<file path="config.mk">
export PLATFORM = sky130hd
export DESIGN_NAME = infix_token_expression_evaluator_unit
export DESIGN_NICKNAME = d
export VERILOG_FILES = /design/src/hdl/ites_pkg.sv /design/src/hdl/ites_dp.sv /design/src/hdl/ites_ctrl.sv /design/src/hdl/infix_token_expression_evaluator_unit.sv
export SDC_FILE = /design/constraint.sdc
export NUM_CORES = 2
export LEC_CHECK = 0
export BUFFER_PORTS_ARGS = -buffer_cell sky130_fd_sc_hd__buf_2
export CAP_MARGIN = 5
export CORE_MARGIN = 2
export CORE_UTILIZATION = 55
export CTS_CLUSTER_DIAMETER = 150
export DETAILED_ROUTE_END_ITERATION = 7
export MAX_ROUTING_LAYER = met4
export PLACE_DENSITY = 0.72
export SLEW_MARGIN = 20
export SYNTH_ARGS = -nofsm -noshare
export SYNTH_HDL_FRONTEND = slang
export SYNTH_HIERARCHICAL = 1
export SYNTH_SLANG_ARGS = --single-unit
</file>
<file path="constraint.sdc">
create_clock -name clock -period 22 [get_ports clock]
set_input_delay 3.3 -clock clock [delete_from_list [all_inputs] [get_ports clock]]
set_output_delay 3.3 -clock clock [all_outputs]
set_load 0.05 [all_outputs]
</file>
<file path="src/hdl/ites_pkg.sv">
// Shared types, codes and constants of the infix token expression evaluator.
package ites_pkg;

   localparam int DATA_WIDTH = 32;
   localparam int NUM_W      = 31;
   localparam int RESULT_W   = 32;
   localparam int CNT_W      = $clog2(DATA_WIDTH);

   typedef enum logic [2:0] {
      KIND_NUM = 3'd0,
      KIND_ADD = 3'd1,
      KIND_SUB = 3'd2,
      KIND_MUL = 3'd3,
      KIND_DIV = 3'd4
   } kind_type;

   typedef enum logic [1:0] {
      MOP_NONE = 2'd0,
      MOP_MUL  = 2'd1,
      MOP_DIV  = 2'd2
   } mop_type;

   typedef enum logic [1:0] {
      ST_OK    = 2'd0,
      ST_DIV0  = 2'd1,
      ST_ORDER = 2'd2
   } status_type;

   typedef struct packed {
      logic [2:0]       token_kind;
      logic [NUM_W-1:0] number_value;
      logic             last_token;
   } req_type;

   typedef struct packed {
      logic signed [RESULT_W-1:0] result_value;
      logic [1:0]                 status;
   } rsp_type;

   // controller to datapath
   typedef struct packed {
      logic       load_tok;
      logic       term_load;
      logic       term_mul;
      logic       div_start;
      logic       div_step;
      logic       div_fix;
      logic       sum_update;
      logic       sum_sub;
      logic       clear;
      logic       out_load;
      status_type out_status;
   } cmd_type;

   // datapath to controller
   typedef struct packed {
      logic [2:0] kind;
      logic       last;
      logic       num_zero;
      logic       div_last;
      logic       out_free;
   } dp_sts_type;

endpackage

</file>
<file path="src/hdl/ites_dp.sv">
// Datapath: token register, sum and term accumulators, divider, result register.
module ites_dp import ites_pkg::*; (
   input  logic       clock,
   input  logic       reset,
   input  req_type    req_payload,
   input  cmd_type    cmd,
   output dp_sts_type sts,
   input  logic       rsp_ready,
   output logic       rsp_valid,
   output rsp_type    rsp_payload
);

   logic [2:0]            tok_kind_ff;
   logic [NUM_W-1:0]      tok_num_ff;
   logic                  tok_last_ff;
   logic [DATA_WIDTH-1:0] sum_ff, sum_in;
   logic [DATA_WIDTH-1:0] term_ff, term_in;
   logic [DATA_WIDTH-1:0] rem_ff, quo_ff, dvs_ff;
   logic                  neg_ff;
   logic [CNT_W-1:0]      cnt_ff;
   logic                  rsp_valid_ff;
   rsp_type               rsp_ff;

   logic [DATA_WIDTH-1:0] num_ext;
   logic [DATA_WIDTH-1:0] combined;
   logic [DATA_WIDTH:0]   shifted, diff;
   logic                  q_bit;

   assign num_ext  = DATA_WIDTH'(tok_num_ff);
   assign combined = cmd.sum_sub ? (sum_ff - term_ff) : (sum_ff + term_ff);

   // one restoring step: shift in the next dividend bit, try the subtract
   assign shifted = {rem_ff, quo_ff[DATA_WIDTH-1]};
   assign diff    = shifted - {1'b0, dvs_ff};
   assign q_bit   = ~diff[DATA_WIDTH];

   always_comb begin
      term_in = term_ff;
      if (cmd.clear) begin
         term_in = '0;
      end else if (cmd.term_load) begin
         term_in = num_ext;
      end else if (cmd.term_mul) begin
         term_in = term_ff * num_ext;
      end else if (cmd.div_fix) begin
         term_in = neg_ff ? (DATA_WIDTH'(0) - quo_ff) : quo_ff;
      end
      sum_in = sum_ff;
      if (cmd.clear) begin
         sum_in = '0;
      end else if (cmd.sum_update) begin
         sum_in = combined;
      end
   end

   always_ff @(posedge clock) begin
      if (reset) begin
         sum_ff       <= '0;
         term_ff      <= '0;
         rsp_valid_ff <= 1'b0;
      end else begin
         sum_ff  <= sum_in;
         term_ff <= term_in;
         if (cmd.out_load) begin
            rsp_valid_ff <= 1'b1;
         end else if (rsp_ready) begin
            rsp_valid_ff <= 1'b0;
         end
      end
      if (cmd.load_tok) begin
         tok_kind_ff <= req_payload.token_kind;
         tok_num_ff  <= req_payload.number_value;
         tok_last_ff <= req_payload.last_token;
      end
      if (cmd.div_start) begin
         rem_ff <= '0;
         quo_ff <= term_ff[DATA_WIDTH-1] ? (DATA_WIDTH'(0) - term_ff) : term_ff;
         dvs_ff <= num_ext;
         neg_ff <= term_ff[DATA_WIDTH-1];
         cnt_ff <= '0;
      end else if (cmd.div_step) begin
         rem_ff <= q_bit ? diff[DATA_WIDTH-1:0] : shifted[DATA_WIDTH-1:0];
         quo_ff <= {quo_ff[DATA_WIDTH-2:0], q_bit};
         cnt_ff <= cnt_ff + CNT_W'(1);
      end
      if (cmd.out_load) begin
         rsp_ff.status       <= cmd.out_status;
         rsp_ff.result_value <= (cmd.out_status == ST_OK) ? RESULT_W'($signed(combined)) : '0;
      end
   end

   assign sts.kind     = tok_kind_ff;
   assign sts.last     = tok_last_ff;
   assign sts.num_zero = (num_ext == '0);
   assign sts.div_last = (cnt_ff == CNT_W'(DATA_WIDTH - 1));
   assign sts.out_free = ~rsp_valid_ff | rsp_ready;

   assign rsp_valid   = rsp_valid_ff;
   assign rsp_payload = rsp_ff;

endmodule

</file>
<file path="src/hdl/ites_ctrl.sv">
// Controller: token sequencing, precedence state, error tracking.
module ites_ctrl import ites_pkg::*; (
   input  logic       clock,
   input  logic       reset,
   input  logic       req_valid,
   output logic       req_ready,
   input  dp_sts_type sts,
   output cmd_type    cmd
);

   typedef enum logic [2:0] {
      S_IDLE,
      S_EXEC,
      S_DIV,
      S_DFIX,
      S_FIN
   } state_type;

   state_type  state_ff, state_in;
   status_type err_ff, err_in;
   logic       expect_ff, expect_in;
   mop_type    mop_ff, mop_in;
   logic       sub_ff, sub_in;

   always_comb begin
      state_in  = state_ff;
      err_in    = err_ff;
      expect_in = expect_ff;
      mop_in    = mop_ff;
      sub_in    = sub_ff;
      cmd       = '0;
      cmd.out_status = ST_OK;
      cmd.sum_sub    = sub_ff;
      req_ready = (state_ff == S_IDLE);
      unique case (state_ff)
         S_IDLE: begin
            if (req_valid) begin
               cmd.load_tok = 1'b1;
               state_in     = S_EXEC;
            end
         end
         S_EXEC: begin
            state_in = S_FIN;
            if (err_ff == ST_OK) begin
               unique case (kind_type'(sts.kind)) inside
                  KIND_NUM: begin
                     if (!expect_ff) begin
                        err_in = ST_ORDER;
                     end else if (mop_ff == MOP_MUL) begin
                        cmd.term_mul = 1'b1;
                        expect_in    = 1'b0;
                     end else if (mop_ff == MOP_DIV) begin
                        if (sts.num_zero) begin
                           err_in = ST_DIV0;
                        end else begin
                           cmd.div_start = 1'b1;
                           expect_in     = 1'b0;
                           state_in      = S_DIV;
                        end
                     end else begin
                        cmd.term_load = 1'b1;
                        expect_in     = 1'b0;
                     end
                  end
                  KIND_ADD, KIND_SUB: begin
                     if (expect_ff) begin
                        err_in = ST_ORDER;
                     end else begin
                        cmd.sum_update = 1'b1;
                        sub_in    = (kind_type'(sts.kind) == KIND_SUB);
                        mop_in    = MOP_NONE;
                        expect_in = 1'b1;
                     end
                  end
                  KIND_MUL, KIND_DIV: begin
                     if (expect_ff) begin
                        err_in = ST_ORDER;
                     end else begin
                        mop_in    = (kind_type'(sts.kind) == KIND_DIV) ? MOP_DIV : MOP_MUL;
                        expect_in = 1'b1;
                     end
                  end
                  default: err_in = ST_ORDER;
               endcase
            end
         end
         S_DIV: begin
            cmd.div_step = 1'b1;
            if (sts.div_last) begin
               state_in = S_DFIX;
            end
         end
         S_DFIX: begin
            cmd.div_fix = 1'b1;
            state_in    = S_FIN;
         end
         S_FIN: begin
            if (!sts.last) begin
               state_in = S_IDLE;
            end else if (sts.out_free) begin
               cmd.out_load   = 1'b1;
               cmd.out_status = (err_ff != ST_OK) ? err_ff :
                                (expect_ff ? ST_ORDER : ST_OK);
               cmd.clear = 1'b1;
               err_in    = ST_OK;
               expect_in = 1'b1;
               mop_in    = MOP_NONE;
               sub_in    = 1'b0;
               state_in  = S_IDLE;
            end
         end
         default: state_in = S_IDLE;
      endcase
   end

   always_ff @(posedge clock) begin
      if (reset) begin
         state_ff  <= S_IDLE;
         err_ff    <= ST_OK;
         expect_ff <= 1'b1;
         mop_ff    <= MOP_NONE;
         sub_ff    <= 1'b0;
      end else begin
         state_ff  <= state_in;
         err_ff    <= err_in;
         expect_ff <= expect_in;
         mop_ff    <= mop_in;
         sub_ff    <= sub_in;
      end
   end

`ifndef NO_ASSERTIONS
   a_out_only_when_free: assert property (@(posedge clock) disable iff (reset)
      cmd.out_load |-> (sts.out_free && sts.last && state_ff == S_FIN))
      else $error("result loaded while output register busy");
   a_div_enters_loop: assert property (@(posedge clock) disable iff (reset)
      cmd.div_start |=> (state_ff == S_DIV))
      else $error("divider started without entering divide loop");
   a_error_sticky: assert property (@(posedge clock) disable iff (reset)
      (err_ff != ST_OK && state_ff != S_FIN) |=> (err_ff == $past(err_ff)))
      else $error("recorded error changed before end of expression");
   a_clear_on_load: assert property (@(posedge clock) disable iff (reset)
      cmd.out_load |=> (err_ff == ST_OK && expect_ff && mop_ff == MOP_NONE))
      else $error("state not cleared after final item");
`endif

endmodule

</file>
<file path="src/hdl/infix_token_expression_evaluator_unit.sv">
// Top level of the two-level precedence integer expression evaluator.
//
//   channel  direction  handshake              payload
//   req_     in         req_valid/req_ready    req_type: token_kind, number_value, last_token
//   rsp_     out        rsp_valid/rsp_ready    rsp_type: result_value, status
//
// An item passes through accept, execute and finish states; a number that follows a
// divide also passes through the shared restoring divider, which retires one quotient
// bit per cycle, and then through a sign fix-up state before finish.
// Reset (synchronous, active high) clears the accumulators and precedence
// state so that a number is expected. The result sits in an output register:
// new items are taken while it waits, and only a final item stalls in its
// finish cycle until that register frees up.
module infix_token_expression_evaluator_unit import ites_pkg::*; (
   input  logic    clock,
   input  logic    reset,
   input  logic    req_valid,
   output logic    req_ready,
   input  req_type req_payload,
   output logic    rsp_valid,
   input  logic    rsp_ready,
   output rsp_type rsp_payload
);

   cmd_type    cmd;
   dp_sts_type sts;

   // sequence each item and track operator order and errors
   ites_ctrl u_ctrl (
      .clock     (clock),
      .reset     (reset),
      .req_valid (req_valid),
      .req_ready (req_ready),
      .sts       (sts),
      .cmd       (cmd)
   );

   // hold the accumulators, run multiply and divide, register the result
   ites_dp u_dp (
      .clock       (clock),
      .reset       (reset),
      .req_payload (req_payload),
      .cmd         (cmd),
      .sts         (sts),
      .rsp_ready   (rsp_ready),
      .rsp_valid   (rsp_valid),
      .rsp_payload (rsp_payload)
   );

endmodule

</file>
==> impl_metrics.csv <==
group,metric,value,unit
job,cap_viol_max_count,0,
power,powerDensity,41.89,mW/mm^2
die,initial_utilization,55.49,%
grt,grt_pass1_vias,24810,
synthesis,syn-num-nets,4025,
sta,max_freq,124.7,MHz
sta,tightest_slew,1.208,ns
clock_tree,cts-resized-gates,0,
grt,grt_usage,31.84,%
worst_setup_path,path_class,"reg2reg",
grt,grt_pass1_wl,137100,um
sta,rsz0062_at_grt,"false",
worst_setup_path,worstSetupStartpointType,"flip-flop",
clock_tree,cts_root_buf,"clkbuf_16",
worst_setup_path,path_cells,"and2_1 > fa_1 > fa_1 > fa_1 > inv_1 > fa_1 > inv_1 > fa_1 > inv_1 > fa_1 > inv_1 > fa_1 > fa_1 > ha_1 > a211o_1 > a21boi_0 > o31ai_1 > nor4_1 > o21ai_0 > xor2_1 > a221oi_1 > nor2_1",
routing,vias,24120,
synthesis,synth-edff-count,133,
place,postPlaceCellArea,0.03125,mm^2
clock_tree,ctsHoldBuffers,0,
power,p_total,1.354,mW
place,pre_cts_slack,14.04,ns
worst_setup_path,cp_slowest_cell,"edfxtp_1",
synthesis,synth_area,0.03045,mm^2
routing,drt-wirelength-per-cell,21.42,um
synthesis,synthesis.instances,3386,
worst_setup_path,end_kind,"flip-flop",
sta,finalCriticalPeriod,8.020,ns
synthesis,synth_warnings,6,
routing,first_pass_iters,5,
die,die_y,239.3,um
worst_setup_path,cp.required,22.43,ns
worst_setup_path,slowest_delay,1.10,ns
min_path,min_path_type,"reg2reg",
synthesis,synth_cell_types,91,
clock_tree,clk_latency,0.62,ns
die,num_rows,86,
routing,first_iter_violations,2032,
synthesis,syn_avg_cell_area,8.994,um^2
sta,setup_viol,0,
cells_and_area,area_growth,6.167,%
clock_tree,cts_num_sinks,244,
clock_tree,tritoncts,"done",
status,status,"complete, no violations",
cells_and_area,drive_gt1_share,7.036,%
routing,wl,86950,um
cells_and_area,final_nets,3969,
die,io_pins,75,
sta,skew,0.04401,ns
die,fp.coreArea,0.05488,mm^2
sta,post-route-period-util,36.45,%
worst_setup_path,reg2reg_slack,13.98,ns
worst_setup_path,cp_common_cell,"fa_1",
clock_tree,cts_buffer_depth,3,
synthesis,synthArstFlopShare,0,%
worst_setup_path,cp.arrival,8.45,ns
cells_and_area,layout_common_cells,"411 x inv_1, 411 x nand2_1, 411 x fa_1, 261 x and2_1, 245 x nor2_1",
routing,via_per_inst,5.942,
cells_and_area,nFillCells,4699,
sta,slew_violations,0,
clock_tree,numCtsBuffers,30,
worst_setup_path,crit_fanout,30,
grt,grt_start_max_net_pins,76,
die,fp.dieArea,0.05727,mm^2
synthesis,synth-seq-cells,244,
synthesis,synth_flop_cell,"edfxtp_1",
sta,slew_headroom,19.45,%
power,ir_drop,0.05210,mV
routing,ant_nets,0,
synthesis,yosysSeqAreaShare,20.41,%
clock_tree,postCtsSetupRepairBufs,0,
clock_tree,htree_levels,1,
die,die_width,239.3,um
place,gp_congestion,0.9529,
place,hpwl,63600,um
grt,antenna_found_initial,2,
routing,post-route-drc-count,0,
grt,overflow,0,
sta,timing.final.ws_setup,13.98,ns
power,leakage,14.62,nW
clock_tree,clkTransAtPathRegs,0.06,ns
sta,tns,0,ns
sta,timing_hold_violations_final,0,
cells_and_area,design_area,0.03233,mm^2
place,portBuffers,74,
[where the power goes]
group | internal (mW) | leakage (nW) | switching [mW] | total [mW]
sequential | 0.498 | 2.11 | 0.0232 | 0.521
clock | 0.299 | 0.515 | 0.218 | 0.517
combinational | 0.116 | 12.0 | 0.200 | 0.317
total | 0.913 | 14.6 | 0.442 | 1.35
[critical path: cells and delay by family (launching register included)]
| kind | cells | cell delay, ns |
|---|---|---|
| AOI/OAI and AO/OA | 5 | 1.37 |
| buffers and inverters | 4 | 0.21 |
| DFF | 1 | 1.10 |
| xor gates and xnor gates | 1 | 0.23 |
| adders and majority gates | 9 | 4.23 |
| and+or+nand+nor | 3 | 0.72 |
[logic make-up (layout without fill, tap and decap cells)]
group	count (synthesis)	after routing	share of synthesized area, %
multiplexers	14	14	0.4643
XOR/XNOR	221	221	6.405
flip-flops	244	244	20.41
other	0	1	0
AND/OR/NAND/NOR	1180	1180	19.21
AO/OA/AOI/OAI	503	503	10.91
adder cells (fa/ha/maj)	600	600	34.78
buffers and inverters	624	592	7.819
[cell type report]
cell class	instances	area, um^2	area share [%]
repair buffers	124	773.2	2.392
multi-input cells	2518	21880	67.66
clock buffers	37	848.3	2.624
well taps	704	880.8	2.724
diodes	1	2.502	0.007740
flip-flops and latches	244	6216	19.23
inverters	412	1546	4.783
clock inverters	19	187.7	0.5805
[flip-flops by register name, summed over array words and instances, names as in the netlist, 2 cells and up]
signal	cells
u_dp/cnt_ff	5
u_dp/rsp_payload	34
u_dp/quo_ff	32
u_dp/dvs_ff	31
u_dp/tok_kind_ff	3
u_dp/sum_ff	32
u_ctrl/err_ff	2
u_dp/rem_ff	32
u_ctrl/state_ff	3
u_ctrl/mop_ff	2
u_dp/tok_num_ff	31
u_dp/term_ff	32
[synthesized netlist by cell type (all sizes together), types with 8 or more instances]
library cell,number,area share [%]
xnor2,128,3.7
nor4,25,0.67
xor2,93,2.7
and3,13,0.27
nand3,28,0.48
o41ai,11,0.38
o31ai,21,0.56
a311oi,29,0.83
o22ai,8,0.16
edfxtp,133,13
nor2,246,3.0
or2,13,0.27
or3,23,0.51
fa,411,27
and2,264,5.4
inv,411,5.1
a31oi,15,0.33
mux2i,13,0.43
nand2,411,5.1
nand2b,31,0.64
o21a,37,0.91
nor3b,9,0.29
buf,25,0.44
a21oi,167,2.8
a21o,28,0.69
o21bai,11,0.27
dfxtp,111,7.3
a211oi,43,1.1
nor2b,31,0.64
or4,10,0.28
clkbuf,187,2.3
o21ai,74,1.2
nor3,39,0.69
nand4,15,0.31
o211ai,9,0.22
ha,189,7.8
[stage by stage]
| stage | util (%) | cells | hold WS, ns |
|---|---|---|---|
| 6_report | 58.91 | 4059 | 0.4864 |
| 5_1_grt | 58.91 | 4059 | 0.5060 |
| 4_1_cts | 58.83 | 4056 | 0.4634 |
| 3_5_place_dp | 56.94 | 4000 | 0.4751 |
| 3_3_place_gp | 56.94 | 4000 | 0.4662 |
| 2_1_floorplan | - | 3386 | 0.4244 |
[worst paths after layout]
check                                                   from                            end  depth (start not counted)
worst max register to register  u_dp/tok_num_ff[5]$_DFFE_PP_  u_dp/term_ff[26]$_SDFFE_PP0P_                         22
worst min-delay path            u_dp/sum_ff[16]$_SDFFE_PP0P_   u_dp/sum_ff[16]$_SDFFE_PP0P_                          2
worst max-delay path            u_dp/tok_num_ff[5]$_DFFE_PP_  u_dp/term_ff[26]$_SDFFE_PP0P_                         22
worst min register to register  u_dp/sum_ff[16]$_SDFFE_PP0P_   u_dp/sum_ff[16]$_SDFFE_PP0P_                          2
[per-layer routing]
metal  global-route usage, %  part of all wire (%)
met4                   11.33                   3.6
met3                   5.255                   8.7
met1                   41.42                    41
met5                       -                     0
met2                   50.56                    47
(Power assumes the default switching activity.)
